[src/rtl/gb3_pkg.sv]
// shared types and constants for the 3x3 rgb gaussian blur
// no dependencies; used by every module under rtl

package gb3_pkg;

    // geometry and payload widths
    localparam int MAX_WIDTH_DEF = 2048;
    localparam int COL_W         = 12;
    localparam int ROW_W         = 16;
    localparam int PIX_W         = 24;
    localparam int CH_W          = 8;
    localparam int OUT_COL_W     = 11;
    localparam int WGT_W         = 16;
    localparam int QUEUE_DEPTH   = 4;

    // register indexes on the configuration port
    localparam logic [2:0] REG_IMAGE_WIDTH   = 3'd0;
    localparam logic [2:0] REG_IMAGE_HEIGHT  = 3'd1;
    localparam logic [2:0] REG_WEIGHT_CENTER = 3'd2;
    localparam logic [2:0] REG_WEIGHT_EDGE   = 3'd3;
    localparam logic [2:0] REG_WEIGHT_CORNER = 3'd4;

    // register reset values
    localparam logic [COL_W-1:0] RST_IMAGE_WIDTH   = 12'd640;
    localparam logic [ROW_W-1:0] RST_IMAGE_HEIGHT  = 16'd480;
    localparam logic [WGT_W-1:0] RST_WEIGHT_CENTER = 16'd9684;
    localparam logic [WGT_W-1:0] RST_WEIGHT_EDGE   = 16'd7754;
    localparam logic [WGT_W-1:0] RST_WEIGHT_CORNER = 16'd6209;

    // one column of the window: three vertically adjacent pixels
    typedef struct packed {
        logic [PIX_W-1:0] top;
        logic [PIX_W-1:0] mid;
        logic [PIX_W-1:0] bot;
    } column_t;

    // classified input pixel handed from the front to the back
    typedef struct packed {
        column_t          column;
        logic [COL_W-1:0] col;
        logic [ROW_W-1:0] row;
        logic             up;
        logic             last_col;
        logic             last_row;
    } record_t;

    // result bookkeeping carried down the arithmetic pipeline
    typedef struct packed {
        logic [OUT_COL_W-1:0] col;
        logic [ROW_W-1:0]     row;
        logic                 run_last;
        logic                 frame_done;
    } meta_t;

    // weights seen by the arithmetic
    typedef struct packed {
        logic [WGT_W-1:0] center;
        logic [WGT_W-1:0] edge_w;
        logic [WGT_W-1:0] corner;
    } weights_t;

endpackage

[src/rtl/gb3_queue.sv]
// short record queue between the front and the back
// depends on gb3_pkg

module gb3_queue #(
    parameter int DEPTH = gb3_pkg::QUEUE_DEPTH
) (
    input  logic                       aclk,
    input  logic                       aresetn,
    input  logic                       push,
    input  gb3_pkg::record_t           push_rec,
    input  logic                       pop,
    output gb3_pkg::record_t           head,
    output logic                       empty,
    output logic [$clog2(DEPTH+1)-1:0] count
);

    localparam int PW = (DEPTH > 1) ? $clog2(DEPTH) : 1;

    gb3_pkg::record_t          entry_reg [DEPTH];
    logic [PW-1:0]             wr_ptr_reg;
    logic [PW-1:0]             rd_ptr_reg;
    logic [$clog2(DEPTH+1)-1:0] count_reg;

    assign head  = entry_reg[rd_ptr_reg];
    assign empty = (count_reg == '0);
    assign count = count_reg;

    // pointers and fill level
    always_ff @(posedge aclk) begin
        if (!aresetn) begin
            wr_ptr_reg <= '0;
            rd_ptr_reg <= '0;
            count_reg  <= '0;
        end else begin
            if (push) begin
                wr_ptr_reg <= (wr_ptr_reg == PW'(DEPTH-1)) ? '0 : wr_ptr_reg + 1'b1;
            end
            if (pop) begin
                rd_ptr_reg <= (rd_ptr_reg == PW'(DEPTH-1)) ? '0 : rd_ptr_reg + 1'b1;
            end
            if (push && !pop) begin
                count_reg <= count_reg + 1'b1;
            end else if (pop && !push) begin
                count_reg <= count_reg - 1'b1;
            end
        end
    end

    // storage
    always_ff @(posedge aclk) begin
        if (push) begin
            entry_reg[wr_ptr_reg] <= push_rec;
        end
    end

endmodule

[config.mk]
export PLATFORM = sky130hd
export DESIGN_NAME = gb3_queue
export DESIGN_NICKNAME = d
export VERILOG_FILES = /design/src/rtl/gb3_pkg.sv /design/src/rtl/gb3_queue.sv
export SDC_FILE = /design/constraint.sdc
export NUM_CORES = 1
export LEC_CHECK = 0
export ABC_AREA = 1
export BUFFER_PORTS_ARGS = -buffer_cell sky130_fd_sc_hd__clkbuf_2
export CAP_MARGIN = 20
export CORE_ASPECT_RATIO = 1.75
export CORE_MARGIN = 2
export CORE_UTILIZATION = 38
export CTS_BUF_LIST = sky130_fd_sc_hd__clkbuf_16
export DETAILED_ROUTE_END_ITERATION = 7
export PLACE_DENSITY = 0.54
export SETUP_SLACK_MARGIN = 0.15
export SYNTH_ARGS = -nofsm -noshare
export SYNTH_HDL_FRONTEND = slang
export SYNTH_SLANG_ARGS = --single-unit
[constraint.sdc]
create_clock -name aclk -period 8.03 [get_ports aclk]
set_clock_uncertainty 0.2 [all_clocks]
set_input_delay 1.606 -clock aclk [delete_from_list [all_inputs] [get_ports aclk]]
set_output_delay 1.606 -clock aclk [all_outputs]
set_load 0.01 [all_outputs]
==> impl_metrics.tcl <==
set metrics [dict create \
    startpoint_type "register" \
    regArea_um2 12600 \
    io-pin-count 214 \
    crit_required_ns 6.22 \
    chipWidth_um 158 \
    cts.hold.buffers_added 0 \
    drtPass1Iterations 4 \
    gr-total-overflow 0 \
    num-nets-final 1366 \
    cp_slowest_cell "buf_4" \
    slew_headroom_pct 33.9 \
    drv_slew 0 \
    clkPwrFrac_pct 39.2 \
    initial_core_util_pct 38.4 \
    worstPathBufferInverterCount 3 \
    drive_above_1_share_pct 22.2 \
    maxCapViolCount 0 \
    ant_nets 0 \
    min-delay-start "rd_ptr_reg[1]" \
    antenna_found_initial 5 \
    via_per_inst 5.11 \
    synth_flop_cell "edfxtp_1" \
    drc 0 \
    place_congestion 0.709 \
    switching_share_pct 22.7 \
    cts_tree "done" \
    fmax_mhz 199 \
    preCtsSetupSlack_ns 3.45 \
    intPower_uw 3800 \
    fp.dieH_um 273 \
    fin_crit_sh_pct 62.7 \
    path_clk_slew_ns 0.06 \
    ys_seq_elements 421 \
    arrival_ns 3.23 \
    synth_cell_types 20 \
    clock_latency_ns 0.53 \
    seq_area_frac_synth_pct 80.1 \
    rsz0062_at_grt "no" \
    grt_pass1_wl_um 54200 \
    dieArea_um2 42900 \
    synth-edff-count 412 \
    setup_ws_ns 3.00 \
    cts_buffer_depth 3 \
    multi_input_area_um2 2670 \
    power_switching_uw 1120 \
    drt_iter0_drc 560 \
    max_stage_delay_ns 0.81 \
    syn_nets 1168 \
    setup_tns_ns 0 \
    synth_top_area_share_pct 78.9 \
    post-cts-setup-buffers 0 \
    yosysWarnings 0 \
    synth.area.top_cells "edfxtp_1 (79%), o21ai_0 (6.5%), nor2_1 (5.1%)" \
    largest_register_ff_count 412 \
    critical_path.top_delay_family "buffers and inverters" \
    vias 9364 \
    path_cells "inv_6, buf_4, o21ai_0, o22ai_1, clkbuf_2" \
    pwr-share-seq_pct 51.7 \
    dp_hpwl_um 19900 \
    port_buffers 213 \
    grt_pass1_vias 9461 \
    path_class "reg2out" \
    wl_per_cell_um 19.8 \
    synth_area_um2 15700 \
    avgSynthCellArea_um2 14.9 \
    reg2reg_from "wr_ptr_reg[0]" \
    synthArstFlopShare_pct 0 \
    tightest_slew_ns 0.991 \
    cp_max_fo 113 \
    syn_inst 1054 \
    power.density_nw_per_um2 266 \
    p_leak_uw 0.00648 \
    track_usage_pct 16.7 \
    ir_worst_vdd_mv 0.166 \
    htreeDepth 2 \
    setup_viol 0 \
    cts_made_buffers 40 \
    cts_sinks 421 \
    num_rows 98 \
    period_needed_ns 5.03 \
    synth_top_area_cell "edfxtp_1" \
    coreArea_um2 40800 \
    n_fill_cell 3669 \
    root_buffer "clkbuf_16" \
    hold_viol 0 \
    cts_resized 0 \
    p_comb_share_pct 9.0 \
    outcome "finished clean" \
    hold_class "reg2reg" \
    area_delta_synth_final_pct 17.9 \
    worst_setup_path_end_kind "output port" \
    grt_max_degree 114 \
    finalWirelength_um 36400 \
]
==> metal layers <==
layer	up-vias	track usage, %	part of all wire, %
met1	4722	19.1	39
li1	4365	-	-
met3	62	3.57	5.0
met5	-	0	0.13
met4	8	5.55	2.5
met2	207	30.7	54
==> synthesized netlist by cell type (5+ instances only) <==
cell type	number
o21ai_0	203
inv_1	15
buf_4	5
dfxtp_1	9
buf_6	14
o21ai_1	6
nand2_1	8
nor2_1	214
clkbuf_1	40
o22ai_1	103
edfxtp_1	412
ha_1	6
buf_2	8
==> through the flow <==
| stage | total power (uW) | util, % | hold WS, ns | instances | cell area (um^2) |
|---|---|---|---|---|---|
| after floorplan | 2840 | - | 0.290 | 1054 | 15700 |
| after global placement | 3040 | 42.0 | 0.321 | 1760 | 17100 |
| after detailed placement | 3050 | 42.0 | 0.323 | 1760 | 17100 |
| after CTS | 4990 | 45.2 | 0.333 | 1832 | 18500 |
| after global routing | 5110 | 45.3 | 0.357 | 1833 | 18500 |
| final | 4920 | 45.3 | 0.330 | 1833 | 18500 |
==> layout make-up <==
class,instances,area share (%)
tap,550,3.72
clock inverter,31,1.71
sequential,421,68.0
antenna,1,0.0135
clock buffer,41,5.55
inverter,16,0.413
multi-input combinational,550,14.4
timing repair buffer,223,6.18
==> power by group through the flow <==
stage	registers, uW	clock network (uW)	logic, uW
final	2550	1930	444
after global routing	2550	2060	493
after CTS	2550	1980	456
after detailed placement	2590	0	455
after global placement	2590	0	449
after floorplan	2580	0	258
==> final timing paths <==
check / to / slack (ns) / cells past startpoint
setup / recovery: head[21] / 3.00 / 5
hold reg to reg: register / 0.33 / 2
setup reg to reg: entry_reg[2][41] / 5.30 / 5
hold / removal: register / 0.33 / 2
==> worst min-delay path, cell delays in order, from the launching register on <==
cell and delay, ns:
dfxtp_1 0.31, o21ai_0 0.13, nor2_1 0.05
==> kinds of logic (layout without fill, tap and decap cells) <==
kind of cell    Yosys count  count (layout)  synth area share (%)
buf+inv                  83             311                  2.87
other cells               0               1                     0
compound gates          315             315                  10.9
xor+xnor                  1               1                0.0559
simple gates            227             227                  5.49
fa+ha+maj                 7               7                 0.607
flops                   421             421                  80.1
==> layout by cell type, fill, tap and decap left out, types with 4 or more instances in the layout <==
cell and n:
inv_4 4, clkbuf_2 213, o21ai_1 6, clkbuf_16 41
ha_1 6, inv_1 21, nor2_1 214, o21ai_0 203
buf_4 10, dfxtp_1 7, bufinv_16 7, nand2_1 8
clkinv_1 8, edfxtp_1 412, o22ai_1 103
No activity file was read; power rests on OpenSTA's default activity.
