===== src/rtl/gb3_pkg.sv =====
// shared types and constants for the 3x3 rgb gaussian blur
// no dependencies; used by every module under rtl

package gb3_pkg;

    // geometry and payload widths
    localparam int MAX_WIDTH_DEF = 2048;
    localparam int COL_W         = 12;
    localparam int ROW_W         = 16;
    localparam int PIX_W         = 24;
    localparam int CH_W          = 8;
    localparam int OUT_COL_W     = 11;
    localparam int WGT_W         = 16;
    localparam int QUEUE_DEPTH   = 4;

    // register indexes on the configuration port
    localparam logic [2:0] REG_IMAGE_WIDTH   = 3'd0;
    localparam logic [2:0] REG_IMAGE_HEIGHT  = 3'd1;
    localparam logic [2:0] REG_WEIGHT_CENTER = 3'd2;
    localparam logic [2:0] REG_WEIGHT_EDGE   = 3'd3;
    localparam logic [2:0] REG_WEIGHT_CORNER = 3'd4;

    // register reset values
    localparam logic [COL_W-1:0] RST_IMAGE_WIDTH   = 12'd640;
    localparam logic [ROW_W-1:0] RST_IMAGE_HEIGHT  = 16'd480;
    localparam logic [WGT_W-1:0] RST_WEIGHT_CENTER = 16'd9684;
    localparam logic [WGT_W-1:0] RST_WEIGHT_EDGE   = 16'd7754;
    localparam logic [WGT_W-1:0] RST_WEIGHT_CORNER = 16'd6209;

    // one column of the window: three vertically adjacent pixels
    typedef struct packed {
        logic [PIX_W-1:0] top;
        logic [PIX_W-1:0] mid;
        logic [PIX_W-1:0] bot;
    } column_t;

    // classified input pixel handed from the front to the back
    typedef struct packed {
        column_t          column;
        logic [COL_W-1:0] col;
        logic [ROW_W-1:0] row;
        logic             up;
        logic             last_col;
        logic             last_row;
    } record_t;

    // result bookkeeping carried down the arithmetic pipeline
    typedef struct packed {
        logic [OUT_COL_W-1:0] col;
        logic [ROW_W-1:0]     row;
        logic                 run_last;
        logic                 frame_done;
    } meta_t;

    // weights seen by the arithmetic
    typedef struct packed {
        logic [WGT_W-1:0] center;
        logic [WGT_W-1:0] edge_w;
        logic [WGT_W-1:0] corner;
    } weights_t;

endpackage


===== src/rtl/gb3_back.sv =====
// back end: column window, result sequencing and the weighted-sum pipeline
// depends on gb3_pkg; fed by gb3_queue

module gb3_back (
    input  logic                          aclk,
    input  logic                          aresetn,
    input  gb3_pkg::record_t              head,
    input  logic                          q_empty,
    output logic                          pop,
    input  gb3_pkg::weights_t             weights,
    output logic                          m_valid,
    input  logic                          m_ready,
    output logic [gb3_pkg::CH_W-1:0]      m_out_red,
    output logic [gb3_pkg::CH_W-1:0]      m_out_green,
    output logic [gb3_pkg::CH_W-1:0]      m_out_blue,
    output logic [gb3_pkg::OUT_COL_W-1:0] m_out_col,
    output logic [gb3_pkg::ROW_W-1:0]     m_out_row,
    output logic                          m_run_last,
    output logic                          m_frame_done
);

    localparam int CW = gb3_pkg::CH_W;
    localparam int PW = gb3_pkg::PIX_W;

    gb3_pkg::column_t col_a_reg;
    gb3_pkg::column_t col_b_reg;
    logic [3:0]       done_reg;

    logic [3:0]       flags;
    logic [3:0]       pending;
    logic [3:0]       pick;
    logic [3:0]       rest;
    logic [1:0]       sel;
    logic             en;
    logic             issue;
    logic             is_last;

    gb3_pkg::column_t cl;
    gb3_pkg::column_t cc;
    gb3_pkg::column_t cr;
    logic [PW-1:0]    tap [3][3];
    gb3_pkg::meta_t   meta;

    logic             a_valid_reg;
    logic [CW-1:0]    a_cen_reg [3];
    logic [CW+1:0]    a_edg_reg [3];
    logic [CW+1:0]    a_cor_reg [3];
    gb3_pkg::meta_t   a_meta_reg;

    logic             b_valid_reg;
    logic [CW+15:0]   b_cen_reg [3];
    logic [CW+17:0]   b_edg_reg [3];
    logic [CW+17:0]   b_cor_reg [3];
    gb3_pkg::meta_t   b_meta_reg;

    logic             m_valid_reg;
    logic [CW-1:0]    m_ch_reg [3];
    gb3_pkg::meta_t   m_meta_reg;

    logic [CW+19:0]   total [3];
    logic [CW+3:0]    shifted [3];

    // whole pipeline moves unless the output transaction is stalled
    assign en = !m_valid_reg || m_ready;

    // results this record causes, in delivery order
    always_comb begin
        flags[0] = head.up && (head.col != '0);
        flags[1] = head.up && head.last_col;
        flags[2] = head.last_row && (head.col != '0);
        flags[3] = head.last_row && head.last_col;
        pending  = flags & ~done_reg;
        pick     = pending & (~pending + 4'd1);
        rest     = pending & ~pick;
        is_last  = (rest == 4'd0);
        sel      = 2'd0;
        for (int i = 0; i < 4; i++) begin
            if (pick[i]) begin
                sel = 2'(i);
            end
        end
        issue = !q_empty && en && (pending != 4'd0);
        pop   = !q_empty && en && ((pending == 4'd0) || is_last);
    end

    // sequencing state and the column window
    always_ff @(posedge aclk) begin
        if (!aresetn) begin
            done_reg <= 4'd0;
        end else if (pop) begin
            done_reg <= 4'd0;
        end else if (issue) begin
            done_reg <= done_reg | pick;
        end
    end

    always_ff @(posedge aclk) begin
        if (pop) begin
            col_a_reg <= col_b_reg;
            col_b_reg <= head.column;
        end
    end

    // pick the three columns and rows for this result
    always_comb begin
        if (sel == 2'd0 || sel == 2'd2) begin
            cl = (head.col == 12'd1) ? col_b_reg : col_a_reg;
            cc = col_b_reg;
        end else begin
            cl = (head.col == '0) ? head.column : col_b_reg;
            cc = head.column;
        end
        cr = head.column;
        if (sel == 2'd0 || sel == 2'd1) begin
            tap[0][0] = cl.top; tap[0][1] = cc.top; tap[0][2] = cr.top;
            tap[1][0] = cl.mid; tap[1][1] = cc.mid; tap[1][2] = cr.mid;
            tap[2][0] = cl.bot; tap[2][1] = cc.bot; tap[2][2] = cr.bot;
        end else begin
            tap[0][0] = cl.mid; tap[0][1] = cc.mid; tap[0][2] = cr.mid;
            tap[1][0] = cl.bot; tap[1][1] = cc.bot; tap[1][2] = cr.bot;
            tap[2][0] = cl.bot; tap[2][1] = cc.bot; tap[2][2] = cr.bot;
        end
        meta.col        = (sel == 2'd0 || sel == 2'd2) ?
                          gb3_pkg::OUT_COL_W'(head.col - 1'b1) : gb3_pkg::OUT_COL_W'(head.col);
        meta.row        = (sel == 2'd0 || sel == 2'd1) ? head.row - 1'b1 : head.row;
        meta.run_last   = is_last;
        meta.frame_done = (sel == 2'd3);
    end

    // stage a: per channel tap sums
    always_ff @(posedge aclk) begin
        if (!aresetn) begin
            a_valid_reg <= 1'b0;
        end else if (en) begin
            a_valid_reg <= issue;
        end
    end

    always_ff @(posedge aclk) begin
        if (en) begin
            a_meta_reg <= meta;
            for (int k = 0; k < 3; k++) begin
                a_cen_reg[k] <= tap[1][1][PW-1-CW*k -: CW];
                a_edg_reg[k] <= (CW+2)'(tap[0][1][PW-1-CW*k -: CW])
                              + (CW+2)'(tap[1][0][PW-1-CW*k -: CW])
                              + (CW+2)'(tap[1][2][PW-1-CW*k -: CW])
                              + (CW+2)'(tap[2][1][PW-1-CW*k -: CW]);
                a_cor_reg[k] <= (CW+2)'(tap[0][0][PW-1-CW*k -: CW])
                              + (CW+2)'(tap[0][2][PW-1-CW*k -: CW])
                              + (CW+2)'(tap[2][0][PW-1-CW*k -: CW])
                              + (CW+2)'(tap[2][2][PW-1-CW*k -: CW]);
            end
        end
    end

    // stage b: weight products
    always_ff @(posedge aclk) begin
        if (!aresetn) begin
            b_valid_reg <= 1'b0;
        end else if (en) begin
            b_valid_reg <= a_valid_reg;
        end
    end

    always_ff @(posedge aclk) begin
        if (en) begin
            b_meta_reg <= a_meta_reg;
            for (int k = 0; k < 3; k++) begin
                b_cen_reg[k] <= (CW+16)'(a_cen_reg[k]) * (CW+16)'(weights.center);
                b_edg_reg[k] <= (CW+18)'(a_edg_reg[k]) * (CW+18)'(weights.edge_w);
                b_cor_reg[k] <= (CW+18)'(a_cor_reg[k]) * (CW+18)'(weights.corner);
            end
        end
    end

    // stage c: add, drop the fraction, saturate
    always_comb begin
        for (int k = 0; k < 3; k++) begin
            total[k]   = (CW+20)'(b_cen_reg[k]) + (CW+20)'(b_edg_reg[k])
                       + (CW+20)'(b_cor_reg[k]);
            shifted[k] = total[k][CW+19:16];
        end
    end

    always_ff @(posedge aclk) begin
        if (!aresetn) begin
            m_valid_reg <= 1'b0;
        end else if (en) begin
            m_valid_reg <= b_valid_reg;
        end
    end

    always_ff @(posedge aclk) begin
        if (en) begin
            m_meta_reg <= b_meta_reg;
            for (int k = 0; k < 3; k++) begin
                m_ch_reg[k] <= (shifted[k] > (CW+4)'(255)) ? {CW{1'b1}} : shifted[k][CW-1:0];
            end
        end
    end

    assign m_valid      = m_valid_reg;
    assign m_out_red    = m_ch_reg[0];
    assign m_out_green  = m_ch_reg[1];
    assign m_out_blue   = m_ch_reg[2];
    assign m_out_col    = m_meta_reg.col;
    assign m_out_row    = m_meta_reg.row;
    assign m_run_last   = m_meta_reg.run_last;
    assign m_frame_done = m_meta_reg.frame_done;

endmodule


===== config.mk =====
export PLATFORM = sky130hd
export DESIGN_NAME = gb3_back
export DESIGN_NICKNAME = d
export VERILOG_FILES = /design/src/rtl/gb3_pkg.sv /design/src/rtl/gb3_back.sv
export SDC_FILE = /design/constraint.sdc
export NUM_CORES = 2
export LEC_CHECK = 0
export BUFFER_PORTS_ARGS = -buffer_cell sky130_fd_sc_hd__buf_2
export CORE_ASPECT_RATIO = 0.9
export CORE_MARGIN = 2
export CORE_UTILIZATION = 60
export DETAILED_ROUTE_END_ITERATION = 16
export GPL_TIMING_DRIVEN = 0
export PLACE_DENSITY = 0.81
export SYNTH_ARGS = -nofsm -noshare
export SYNTH_HDL_FRONTEND = slang
export SYNTH_SLANG_ARGS = --single-unit

===== constraint.sdc =====
create_clock -name aclk -period 47.1 [get_ports aclk]
set_input_delay 9.42 -clock aclk [delete_from_list [all_inputs] [get_ports aclk]]
set_output_delay 9.42 -clock aclk [all_outputs]
set_load 0.01 [all_outputs]

==> run summary <==
layout cells sized above 1 = 4.29%
vias per inst = 5.92
post-DR wirelength/cell = 23.7 um
Worst-Margin Slew = 1530 ps
RSZ-0062 raised after global routing = no
critical-path maximum fanout = 6
Detail Route Antenna Nets = 0
# nets final = 9100
CTS root buf = clkbuf_16
Initial Util = 60.3%
most common cell after layout, fill and taps aside = inv_1
Worst Skew = 95.3 ps
Synth Flop Type = edfxtp_1
Post-synth EDFFs = 567
DRT Pass-1 Iters = 6
Syn Std Cell Area = 70300 sq um
placed wire-length estimate = 169 mm
Max Fclk = 47.4 MHz
Clock Latency Late Sink = 740 ps
Seq cells post-synth = 574
Core Box Area = 117000 sq um
vias = 52400
vias in the first global route = 54600
worst hold path type = reg2reg
leading area contributor after synthesis = fa_1
Syn Nets = 8843
Worst Path Required = 37680 ps
Seq/Total Area, Yosys = 24.4%
Synth Instances = 6975
Die Wd = 365 um
post-synth cell types = 64
first-pass GRT wire length = 320 mm
chip height = 329 um
period utilisation layout = 44.8%
Area Overhead vs Synth = 7.36%
total gr overflow = 0
GRT Resource Usage Total = 36.0%
FP Rows = 119
H-tree Lvls = 2
CP startpoint kind = input port
Slew Limit Fails = 3
Critical Path End Type = output port
dominant cells by area after synthesis = fa_1 (31%), edfxtp_1 (24%), ha_1 (11%), and2_1 (6.4%), inv_1 (5.9%)
commonest non-fill, non-tap cells in the layout = inv_1 (1101), fa_1 (1077), nand2_1 (949)
DRC = 0
Tmin final = 21120 ps
total die area = 120000 sq um
violated checks = capacitance limit, slew limit
Final Hold Violating Endpoints = 0
Syn Area/Cell = 10.1 sq um
Synth top area share = 30.7%
clk sinks = 574
Synth async-reset ratio = 0%
clock buffer depth = 3
max-cap viol count = 1
status = finished with violations
CTS tree = done
gpl congestion = 1.03
Worst EP arrival = 11700 ps
Num CTS Buffers = 60
largest net degree at the start of global routing = 139
total I/O pin count = 210
hold-fix buffer count after cts = 0
initial antenna violation count = 21
# setup viols final = 0
CTS clk-pin slew, worst paths = 60 ps
CP Class = in2out
Rel. slew slack = -3.35%
# Post-CTS Setup Buffers = 0
setup tns final = 0 ps
Post-CTS Resized = 0
warnings from Yosys = 0
drt total wl = 210 mm
starting DRC count in detailed routing = 5321
port buffer count = 177
==> routing by layer <==
metal,vias up,global-route usage [%],routed length (um)
li1,22800,-,-
met3,667,10.6,25300
met2,2937,54.6,91600
met4,18,20.5,14500
met5,-,0,158
met1,26000,46.4,78600
==> cell families after synthesis <==
logic type | Yosys count | synth area share (%)
muxes | 40 | 0.570
xor gates and xnor gates | 265 | 3.30
DFF | 574 | 24.4
adders and majority gates | 1713 | 42.0
buffers and inverters | 1385 | 7.40
and+or+nand+nor | 2218 | 15.2
AOI/OAI and AO/OA | 780 | 7.09
==> worst max-delay path, stage by stage <==
cell and delay (ps):
buf_2 120, nor3_1 310, and4_1 240, clkbuf_1 270, a21oi_1 240, nor2_1 240, o21ai_0 160, nor3_2 450
buf_2 230
==> synthesized netlist by cell type, types with 46 or more instances <==
master / instances
a21oi_1: 259
fa_1: 1077
edfxtp_1: 567
o21ai_0: 137
nand2_1: 949
xnor2_1: 186
xor2_1: 79
clkbuf_1: 269
inv_1: 1102
nor2_1: 278
o22ai_1: 48
ha_1: 636
nor3_1: 73
a21o_1: 82
nand3_1: 46
and2_1: 722
==> cell type report <==
cell class / instances / area, sq um
timing repair buffer: 195 / 1130
antenna: 8 / 20.0
fill: 9195 / 41100
inverter: 1102 / 4140
clock buffer: 67 / 1530
buffer: 283 / 1060
clock inverter: 44 / 502
sequential: 574 / 17200
tap: 1573 / 1970
multi-input combinational: 5016 / 47900
==> final timing paths <==
check,slack [ps],cells past startpoint,endpoint,from
max,25980,9,pop,head[26]
min,420,0,m_out_col[0],b_meta_reg[18]
max reg2reg,39900,23,b_edg_reg[0][25],a_edg_reg[0][2]
min reg2reg,420,0,m_out_col[0],b_meta_reg[18]
==> stage by stage <==
step                      cell area (sq um)  instances  hold WS (ps)  util, %  setup slack [ps]
after floorplan                       70300       6975           400        -             17140
after global placement                73100       8725           400     62.7             10860
after detailed placement              73400       8743           405     62.9             26090
after CTS                             75400       8854           417     64.7             26060
after global routing                  75400       8858           422     64.7             25800
final                                 75400       8862           417     64.7             25980
Power is not shown: default switching activity piles up to over one toggle a cycle in this logic, so the estimate is an artifact.
